$ cat src/hdl/cmfa_pkg.sv
// Shared constants, widths and code points of the color/motion frame analyzer.
package cmfa_pkg;

   localparam int DEF_MAX_WIDTH  = 256;
   localparam int DEF_MAX_HEIGHT = 256;

   // shared divider and root unit widths, sized for the largest frame
   localparam int DIV_NUM_W = 56;
   localparam int DIV_DEN_W = 40;
   localparam int SQ_W      = 34;
   localparam int SQ_RES_W  = 17;
   localparam int NPW       = 18;  // w*h of the 9-bit size registers
   localparam int SCW       = 40;  // sub-score difference width

   // csr register indexes
   localparam logic [2:0] CSR_FRAME_WIDTH  = 3'd0;
   localparam logic [2:0] CSR_FRAME_HEIGHT = 3'd1;
   localparam logic [2:0] CSR_FRAME_RATE   = 3'd2;
   localparam logic [2:0] CSR_MOTION_THR   = 3'd3;
   localparam logic [2:0] CSR_RUN_THR      = 3'd4;
   localparam logic [2:0] CSR_MIN_RUN      = 3'd5;

   localparam logic [8:0]  RST_FRAME_WIDTH  = 9'd256;
   localparam logic [8:0]  RST_FRAME_HEIGHT = 9'd256;
   localparam logic [15:0] RST_FRAME_RATE   = 16'd7680;
   localparam logic [7:0]  RST_MOTION_THR   = 8'd28;
   localparam logic [15:0] RST_RUN_THR      = 16'd27525;
   localparam logic [3:0]  RST_MIN_RUN      = 4'd2;

   // luma = floor((299r + 587g + 114b) / 1000) via reciprocal and one fixup
   localparam int LUMA_R      = 299;
   localparam int LUMA_G      = 587;
   localparam int LUMA_B      = 114;
   localparam int LUMA_DIV    = 1000;
   localparam int LUMA_RECIP  = 33555;
   localparam int LUMA_SHIFT  = 25;

   // score terms
   localparam int SC_SCALE = 1000;
   localparam int M_OFF = 12, M_DEN = 120;
   localparam int D_OFF = 18, D_DEN = 160;
   localparam int O_OFF = 2,  O_DEN = 45;
   localparam int W_M = 25, W_D = 20, W_O = 35, W_S = 20, SC_DIV = 100;
   localparam int SS_MUL = 20, SS_DIV = 11;
   localparam int QUAL_NUM = 3;

   typedef struct packed {
      logic busy;
      logic done;
   } unit_status_type;

endpackage

$ cat src/hdl/cmfa_isqrt.sv
// Bit-pair integer square root, one result bit per cycle.
module cmfa_isqrt (
   input  logic                           clock,
   input  logic                           reset,
   input  logic                           start,
   input  logic [cmfa_pkg::SQ_W-1:0]      radicand,
   output logic [cmfa_pkg::SQ_RES_W-1:0]  root,
   output cmfa_pkg::unit_status_type      status
);
   import cmfa_pkg::*;

   logic [SQ_W-1:0] v_ff, v_in, res_ff, res_in, bit_ff, bit_in;
   logic [SQ_W:0]   trial;
   logic            done_ff, done_in;

   always_comb begin
      trial   = {1'b0, res_ff} + {1'b0, bit_ff};
      v_in    = v_ff;
      res_in  = res_ff;
      bit_in  = bit_ff;
      done_in = 1'b0;
      if (start) begin
         v_in   = radicand;
         res_in = '0;
         bit_in = SQ_W'(1) << (SQ_W - 2);
      end else if (bit_ff != '0) begin
         if ({1'b0, v_ff} >= trial) begin
            v_in   = SQ_W'({1'b0, v_ff} - trial);
            res_in = (res_ff >> 1) + bit_ff;
         end else begin
            res_in = res_ff >> 1;
         end
         bit_in  = bit_ff >> 2;
         done_in = (bit_in == '0);
      end
   end

   always_ff @(posedge clock) begin
      if (reset) begin
         bit_ff  <= '0;
         done_ff <= 1'b0;
      end else begin
         bit_ff  <= bit_in;
         done_ff <= done_in;
      end
      v_ff   <= v_in;
      res_ff <= res_in;
   end

   assign root        = res_ff[SQ_RES_W-1:0];
   assign status.done = done_ff;
   assign status.busy = (bit_ff != '0);

endmodule

$ cat config.mk
export PLATFORM = sky130hd
export DESIGN_NAME = cmfa_isqrt
export DESIGN_NICKNAME = d
export VERILOG_FILES = /design/src/hdl/cmfa_pkg.sv /design/src/hdl/cmfa_isqrt.sv
export SDC_FILE = /design/constraint.sdc
export NUM_CORES = 1
export LEC_CHECK = 0
export BUFFER_PORTS_ARGS = -buffer_cell sky130_fd_sc_hd__buf_2
export CORE_MARGIN = 5
export CORE_UTILIZATION = 25
export DETAILED_ROUTE_END_ITERATION = 16
export GPL_TIMING_DRIVEN = 0
export SLEW_MARGIN = 20
export SYNTH_ARGS = -nofsm -noshare
export SYNTH_HDL_FRONTEND = slang
export SYNTH_SLANG_ARGS = --single-unit
$ cat constraint.sdc
create_clock -name clock -period 19.1 [get_ports clock]
set_clock_uncertainty 0.15 [all_clocks]
set_input_delay 0 -clock clock [delete_from_list [all_inputs] [get_ports clock]]
set_output_delay 0 -clock clock [all_outputs]
set_load 0.01 [all_outputs]
==> results.toml <==
[drt]
wl_per_cell_um = 16.6
drc = 0
viasPerCell = 5.13
drtPass1Iterations = 5
drt_wl_total_um = 23100
ant_nets = 0
drtIter0Drc = 507
num_vias = 7133

[clocking]
cts_setup_buffers = 0
cts_buffers = 9
cts_tree = "yes"
clk_latency_ns = 0.36
h-tree-depth = 3
clk_pin_slew_ns = 0.07
cts_buffer_depth = 2
cts_sinks = 86
cts-root-buf = "clkbuf_16"

[logic_synthesis]
synth_xor_area_share_pct = 9.54
syn_nets = 1008
synth_area_per_cell_um2 = 8.16
syn-instance-count = 900
synthFlopType = "dfxtp_1"
synth.largest_area_cell = "dfxtp_1"
ys_ff_latch = 86
synth_top_area_share_pct = 14.2
ys_warn_count = 0
synth-compound-area-share_pct = 24.4
synthArstFlopShare_pct = 0
synth_mux_area_share_pct = 1.52
synth_area_um2 = 7340
yosys.area_share.simple_pct = 19.4
synth_area_leaders = "dfxtp_1 (14%), edfxtp_1 (14%), ha_1 (12%)"
synth_fa_ha_area_share_pct = 12.2
synth-edff-count = 34
synth_top_family_by_area = "compound AO/OA/AOI/OAI gates"
yosysUniqueCellTypes = 67
ys_seq_area_share_pct = 28.1

[global_routing]
grt_max_degree = 22
grt_first_pass_wirelength_um = 37000
grt_pass1_vias = 6819
grtUsageTotal_pct = 13.8
grt_antenna_before_repair = 0
grt_overflow = 0

[sta]
finalSetupTns_ns = 0
hold_slack_ns = 0.00264
slew_viol_final = 0
fin_crit_sh_pct = 36.4
hold_violations = 0
slew_headroom_pct = 42.0
worst_pin_slew_ns = 0.869
rsz0062_at_grt = "false"
fmax_mhz = 144
setup_viol_count_final = 0
period_needed_ns = 6.95

[placed_design]
placed_area_um2 = 8130
finalWeightedCongestion = 0.915
dp_hpwl_um = 17800
io_buffers = 54
dp_cells = 1339

[cells_and_area]
final_common_cell = "nand2_1"
layout.cells.non_filler = 1390
layout_common_cells = "nand2_1 (114), nor2_1 (88), ha_1 (70)"
register_area_um2 = 2060
final_layout_size_suffix_gt1_share_pct = 11.3
syn2layout_area_growth_pct = 19.9
layout.nets = 1109
multi_input_area_um2 = 4930
finalInstanceArea_um2 = 8800
antennaDiodeCount = 0
fillers = 3104

[setup_path]
crit_family = "compound AO/OA/AOI/OAI gates"
slowest_stage = "o21ai_4"
cp_max_fo = 21
path_buf_inv = 3
cp_slowest_stage_delay_ns = 0.69
worstPathArrival_ns = 6.87
reg2regPathDepth = 23
worstSetupPathType = "register to register"
start_kind = "register"
crit_chain = "ha_1 > ha_1 > a211oi_2 > nor3_1 > a41o_1 > a31oi_1 > a21oi_1 > o21ai_0 > a21oi_1 > o21ai_0 > xor2_1 > ha_1 > and4_1 > nand2_1 > nor3_1 > nand3_1 > o21ai_0 > a211oi_2 > or2_1 > buf_2 > clkbuf_1 > o21ai_4 > buf_16"
required_ns = 19.02
critPathCaptureType = "register"
path_depth = 23

[die]
die_w_um = 181
die_h_um = 181
core_area_um2 = 28900
initial_core_util_pct = 25.4
std_cell_rows = 62
die_area_um2 = 32900
ioPinCount = 56

[pwr]
power-per-cell-area_nw_per_um2 = 113
ir_worst_vdd_v = 0.0000463
power.leakage_nw = 3.43

[hold_path]
hold_class = "primary input to register"
hold-path-cell-count = 2

[outcome]
outcome = "finished, final reports clean"

[job]
cap_violations = 0
-- repair_timing --
item,4_1_cts,5_1_grt
gates resized for setup,0,0
endpoints found under the hold margin,42,0
hold buffers,35,0
-- per-stage QoR --
stage	power, W	util, %	setup slack, ns
finish	0.000990	30.5	12.15
global route	0.00107	30.5	11.88
CTS	0.000990	30.5	12.18
detailed placement	0.000786	28.2	12.19
global placement	0.000781	28.0	8.95
floorplan	0.000659	-	12.05
-- cell usage after synthesis, types with 7 or more instances --
cell type and number:
o21a_1 8, nor3_1 24, nand2b_1 8, nor2_1 88
and2_1 11, a31oi_1 23, a311oi_1 11, nand3_1 14
dfxtp_1 52, inv_1 17, ha_1 70, o31a_1 7
o21bai_1 11, and3_1 12, edfxtp_1 34, mux2_2 9
buf_2 7, xor2_1 38, buf_4 18, a21o_1 15
o21ai_0 65, a21oi_1 44, clkbuf_1 32, a211oi_1 30
xnor2_1 42, nand4_1 11, nand2_1 114
-- final cells by class --
cell class                 count  share of cell area, %
multi-input combinational    738                   56.0
sequential                    86                   23.4
timing repair buffer          90                   7.37
tap                          384                   5.46
buffer                        58                   3.34
clock buffer                  11                   3.13
inverter                      18                  0.768
clock inverter                 5                  0.483
-- metal layers --
layer	vias up	GRT usage [%]	part of all wire, %
met2	206	23.0	46
met3	39	1.86	5.2
met5	-	0	0
met1	3370	18.8	47
met4	0	4.11	2.4
li1	3518	-	-
-- worst reg2reg max path, cell delays in order, from the launching register on --
cell and delay [ns]:
dfxtp_1 0.39, ha_1 0.23, ha_1 0.23, a211oi_2 0.28, nor3_1 0.10, a41o_1 0.31, a31oi_1 0.46, a21oi_1 0.16
o21ai_0 0.31, a21oi_1 0.12, o21ai_0 0.22, xor2_1 0.12, ha_1 0.39, and4_1 0.28, nand2_1 0.10, nor3_1 0.37
nand3_1 0.25, o21ai_0 0.29, a211oi_2 0.17, or2_1 0.28, buf_2 0.18, clkbuf_1 0.35, o21ai_4 0.69, buf_16 0.25
-- where the power goes --
| part | internal [W] | leakage [nW] | switching, W | total (W) |
|---|---|---|---|---|
| Combinational | 0.000213 | 2.51 | 0.000308 | 0.000521 |
| Sequential | 0.000245 | 0.767 | 0.0000309 | 0.000276 |
| Clock | 0.000106 | 0.155 | 0.0000872 | 0.000193 |
-- logic make-up (layout without fill, tap and decap cells) --
| logic type | Yosys count | in the layout |
|---|---|---|
| xor+xnor | 80 | 80 |
| fa+ha+maj | 71 | 71 |
| compound gates | 265 | 265 |
| flops | 86 | 86 |
| simple gates | 312 | 312 |
| mux | 10 | 10 |
| buf+inv | 76 | 182 |
-- worst paths after layout --
kind	end	slack [ns]	start
max	v_ff[6]	12.15	bit_ff[0]
min	v_ff[11]	0.003	start
max reg2reg	v_ff[6]	12.15	bit_ff[0]
min reg2reg	bit_ff[18]	0.39	bit_ff[20]
-- sequential cells by signal (all words and copies together) (netlist names) --
| name | cells |
|---|---|
| bit_ff | 17 |
| done_ff | 1 |
| res_ff | 34 |
| v_ff | 34 |
Note: power is estimated with default switching activity, not from simulation.
