==> config.mk <==
export PLATFORM = sky130hd
export DESIGN_NAME = cmfa_div
export DESIGN_NICKNAME = d
export VERILOG_FILES = /design/src/hdl/cmfa_pkg.sv /design/src/hdl/cmfa_div.sv
export SDC_FILE = /design/constraint.sdc
export NUM_CORES = 1
export LEC_CHECK = 0
export ABC_AREA = 1
export BUFFER_PORTS_ARGS = -buffer_cell sky130_fd_sc_hd__buf_4
export CAP_MARGIN = 20
export CORE_ASPECT_RATIO = 0.8
export CORE_UTILIZATION = 44
export DETAILED_ROUTE_END_ITERATION = 8
export SKIP_LAST_GASP = 1
export SYNTH_ARGS = -nofsm -noshare
export SYNTH_HDL_FRONTEND = slang
export SYNTH_SLANG_ARGS = --single-unit
==> constraint.sdc <==
create_clock -name clock -period 3.4 [get_ports clock]
set_input_delay 0.34 -clock clock [delete_from_list [all_inputs] [get_ports clock]]
set_output_delay 0.34 -clock clock [all_outputs]
set_load 0.02 [all_outputs]
==> src/hdl/cmfa_pkg.sv <==
// Shared constants, widths and code points of the color/motion frame analyzer.
package cmfa_pkg;

   localparam int DEF_MAX_WIDTH  = 256;
   localparam int DEF_MAX_HEIGHT = 256;

   // shared divider and root unit widths, sized for the largest frame
   localparam int DIV_NUM_W = 56;
   localparam int DIV_DEN_W = 40;
   localparam int SQ_W      = 34;
   localparam int SQ_RES_W  = 17;
   localparam int NPW       = 18;  // w*h of the 9-bit size registers
   localparam int SCW       = 40;  // sub-score difference width

   // csr register indexes
   localparam logic [2:0] CSR_FRAME_WIDTH  = 3'd0;
   localparam logic [2:0] CSR_FRAME_HEIGHT = 3'd1;
   localparam logic [2:0] CSR_FRAME_RATE   = 3'd2;
   localparam logic [2:0] CSR_MOTION_THR   = 3'd3;
   localparam logic [2:0] CSR_RUN_THR      = 3'd4;
   localparam logic [2:0] CSR_MIN_RUN      = 3'd5;

   localparam logic [8:0]  RST_FRAME_WIDTH  = 9'd256;
   localparam logic [8:0]  RST_FRAME_HEIGHT = 9'd256;
   localparam logic [15:0] RST_FRAME_RATE   = 16'd7680;
   localparam logic [7:0]  RST_MOTION_THR   = 8'd28;
   localparam logic [15:0] RST_RUN_THR      = 16'd27525;
   localparam logic [3:0]  RST_MIN_RUN      = 4'd2;

   // luma = floor((299r + 587g + 114b) / 1000) via reciprocal and one fixup
   localparam int LUMA_R      = 299;
   localparam int LUMA_G      = 587;
   localparam int LUMA_B      = 114;
   localparam int LUMA_DIV    = 1000;
   localparam int LUMA_RECIP  = 33555;
   localparam int LUMA_SHIFT  = 25;

   // score terms
   localparam int SC_SCALE = 1000;
   localparam int M_OFF = 12, M_DEN = 120;
   localparam int D_OFF = 18, D_DEN = 160;
   localparam int O_OFF = 2,  O_DEN = 45;
   localparam int W_M = 25, W_D = 20, W_O = 35, W_S = 20, SC_DIV = 100;
   localparam int SS_MUL = 20, SS_DIV = 11;
   localparam int QUAL_NUM = 3;

   typedef struct packed {
      logic busy;
      logic done;
   } unit_status_type;

endpackage

==> src/hdl/cmfa_div.sv <==
// Shared restoring divider, one quotient bit per cycle.
module cmfa_div (
   input  logic                              clock,
   input  logic                              reset,
   input  logic                              start,
   input  logic [cmfa_pkg::DIV_NUM_W-1:0]    num,
   input  logic [cmfa_pkg::DIV_DEN_W-1:0]    den,
   output logic [cmfa_pkg::DIV_NUM_W-1:0]    quot,
   output cmfa_pkg::unit_status_type         status
);
   import cmfa_pkg::*;

   localparam int CNT_W = $clog2(DIV_NUM_W + 1);

   logic [CNT_W-1:0]     count_ff, count_in;
   logic [DIV_DEN_W:0]   rem_ff, rem_in, rem_sh;
   logic [DIV_NUM_W-1:0] quo_ff, quo_in;
   logic [DIV_DEN_W-1:0] den_ff, den_in;
   logic                 done_ff, done_in;

   always_comb begin
      rem_sh   = {rem_ff[DIV_DEN_W-1:0], quo_ff[DIV_NUM_W-1]};
      count_in = count_ff;
      rem_in   = rem_ff;
      quo_in   = quo_ff;
      den_in   = den_ff;
      done_in  = 1'b0;
      if (start) begin
         count_in = CNT_W'(DIV_NUM_W);
         rem_in   = '0;
         quo_in   = num;
         den_in   = den;
      end else if (count_ff != '0) begin
         count_in = count_ff - 1'b1;
         if (rem_sh >= {1'b0, den_ff}) begin
            rem_in = rem_sh - {1'b0, den_ff};
            quo_in = {quo_ff[DIV_NUM_W-2:0], 1'b1};
         end else begin
            rem_in = rem_sh;
            quo_in = {quo_ff[DIV_NUM_W-2:0], 1'b0};
         end
         done_in = (count_ff == CNT_W'(1));
      end
   end

   always_ff @(posedge clock) begin
      if (reset) begin
         count_ff <= '0;
         done_ff  <= 1'b0;
      end else begin
         count_ff <= count_in;
         done_ff  <= done_in;
      end
      rem_ff <= rem_in;
      quo_ff <= quo_in;
      den_ff <= den_in;
   end

   assign quot        = quo_ff;
   assign status.done = done_ff;
   assign status.busy = (count_ff != '0);

endmodule

==> metrics.md <==
| Metric | Value |
|---|---|
| Die W | about 170 µm |
| Layout cell share with drive strength beyond 1 | 0.174 |
| Core area | around 0.021 mm² |
| Postcts setup bufs | 0 |
| Antenna-violating nets left | 0 |
| Synth cell types | 36 |
| Syn Nets | 1477 |
| Die ar. | about 0.022 mm² |
| CTS clk-pin slew, worst paths | approximately 0.07 ns |
| Routed WL | between 20000 and 30000 µm |
| Post-DP HPWL | 19600 µm |
| Vias per cell | 4.83 |
| Clk root buf | clkbuf_16 |
| Vias in the first global route | slightly above 8000 |
| WS Path Type | flop to flop |
| Largest net degree at the start of global routing | between 90 and 100 |
| Detailed router's first-iteration violation count | slightly below 700 |
| CTS tree | done |
| Final min period | ~2.6 ns |
| Top cells by area, synth | edfxtp_1 31%, nand2_1 21%, dfxtp_1 10% |
| Cell family with most CP delay | simple AND/OR/NAND/NOR gates |
| Final Hold Fails | 0 |
| CP required | roughly 3.7 ns |
| Number of synthesized flops with an enable pin | 96 |
| Later-pin clock latency in the skew report | about 0.44 ns |
| Least-Margin Pin Slew | 0.970 ns |
| Max cap viols | 0 |
| H-tree Lvls | 4 |
| Hold_buf cts | 0 |
| GRT overflow | 0 |
| Worst VDD drop | ~0.00037 V |
| Cell Area, Synth | between 0.009 and 0.01 mm² |
| Initial Util | 0.452 |
| Fin nets | roughly 1600 |
| Bufs and invs on worst path | 2 |
| Num CTS Buffers | 17 |
| Mean Syn Cell Area | between 7 and 8 µm² |
| CP startpoint kind | flop |
| Sequential fraction of the synthesis area | 0.405 |
| Crit-path most repeated cell | nand2_1 |
| Leakage power | between 6 and 7 nW |
| Setup violations, final | 0 |
| IO Count | about 160 |
| Final core occ | 0.545 |
| Slew headroom | 0.353 |
| Vias | 8497 |
| Worst setup EP type | flop |
| Initial antenna violation count | 0 |
| Synth Register Bits | about 140 |
| CTS Buffer Depth | 2 |
| Drt first pass iters | 8 |
| DRC Markers | 6 |
| Crit path cell chain | inv_1, ha_1, nand2_1, nand2_1, nand2_1, nand2_1, nand2_1, nand3_2, nand2_2, nand3_2, nand2_4, nand2_8, nand2_1, nand3_1, nand2_1, inv_1 |
| Max-slew violations | 0 |
| Yosys top cell area share | 0.306 |
| Clock sink total | around 140 |
| Failing checks | design-rule violations |
| Port Buffer Count | approximately 160 |
| First-pass GRT wire length | about 43000 µm |
| Cells after Synth | about 1300 |
| Wirelength per Cell | between 15 and 20 µm |
| Synth warn | 0 |
| Row count | 47 |
| Largest area contributor in the netlist | edfxtp_1 |
| Data arrival, critical path | ~3 ns |
| Crit-path max cell delay | about 0.36 ns |
| Maximum clock rate | 378 MHz |
| P&R area growth vs syn | 20.5% |
| RePlAce Congestion | around 0.95 |
| Setup TNS | 0 ns |
| Total GRT Usage | 0.249 |
| Worst hold-check path type | input port to flop |
| Crit-path max FO | 41 |
| Ys async rst share | 0 |
| Critical path's slowest cell | edfxtp_1 |
| Antenna Cells | 0 |
| RSZ-0062 raised after global routing | false |
| Status | complete, but fails checks |
| Crit share post-route | 0.779 |
| Die height | 133 µm |
| Cts repair resizes | 0 |
| Pwr/cell area | 778 mW/mm² |
| Ys flop type | edfxtp_1 |
| Worst Skew | between 0.015 and 0.02 ns |
==> report_power, final <==
group          internal [mW]  switching, mW
combinational           1.47           2.87
clock                   1.12          0.866
sequential              2.26          0.248
total                   4.86           3.99
==> synthesized netlist by cell type, drive strengths merged (5+ instances only) <==
| cell | count |
|---|---|
| buf | 17 |
| edfxtp | 96 |
| a21oi | 63 |
| nand2 | 530 |
| xor2 | 15 |
| nand3 | 108 |
| clkbuf | 22 |
| ha | 42 |
| nor3 | 5 |
| dfxtp | 47 |
| nor2 | 105 |
| o21ai | 41 |
| or2 | 5 |
| inv | 219 |
==> metal layers <==
layer | routed length, µm | GRT usage | vias to the layer above
met2 | 11000 | 0.366 | 217
met3 | 1490 | 0.0395 | 21
li1 | - | - | 4448
met5 | 0 | 0 | -
met1 | 13800 | 0.377 | 3811
met4 | 268 | 0.0592 | 0
==> kinds of logic (layout without fill, tap and decap cells) <==
kind of cell / Yosys count / in the layout / share of synthesized area
flops: 143 / 143 / 0.405
fa+ha+maj: 43 / 43 / 0.0578
compound gates: 112 / 112 / 0.0694
xor+xnor: 18 / 18 / 0.0167
buf+inv: 258 / 414 / 0.113
simple gates: 761 / 761 / 0.338
==> cell type report <==
class	instances	area, µm²
Fill cell	2086	9500
Sequential cell	143	3820
Clock inverter	15	188
Timing Repair Buffer	163	1220
Multi-Input combinational cell	934	4550
Clock buffer	17	425
Tap cell	269	337
Inverter	219	822
==> path summary, 6_finish.rpt <==
path	from	end	slack (ns)	cells past startpoint
max	den_ff[2]$_DFFE_PP_	rem_ff[25]$_SDFFE_PP0N_	0.75	16
min	reset	count_ff[3]$_SDFFE_PP0P_	0.07	2
max reg2reg	den_ff[2]$_DFFE_PP_	rem_ff[25]$_SDFFE_PP0N_	0.75	16
min reg2reg	count_ff[0]$_SDFFE_PP0N_	count_ff[0]$_SDFFE_PP0N_	0.49	2
==> per-stage QoR <==
stage	hold WS, ns	area [µm²]	std cells	setup slack, ns	power [mW]
floorplan	0.409	9440	1335	0.535	5.76
global placement	0.472	10800	1728	0.863	6.83
detailed placement	0.483	10800	1728	0.807	6.83
CTS	0.0601	11400	1760	0.732	8.86
global route	0.0647	11400	1760	0.531	9.53
finish	0.0718	11400	1760	0.753	8.84
==> state kept, by name (all words and copies together), names as in the netlist <==
name and flops:
count_ff 6, quot 56, rem_ff 40, done_ff 1, den_ff 40
==> placed cells by master, fill, tap and decap left out, types with 8 or more instances in the layout <==
cell type / n
a21oi_1: 43
buf_4: 163
nor2_2: 8
nand3_2: 19
clkbuf_16: 17
dfxtp_1: 47
a21oi_2: 20
nor2_1: 96
nand2_1: 522
nand3_1: 89
xor2_1: 15
o21ai_0: 36
ha_1: 42
edfxtp_1: 96
inv_1: 216
(Power assumes the default switching activity.)
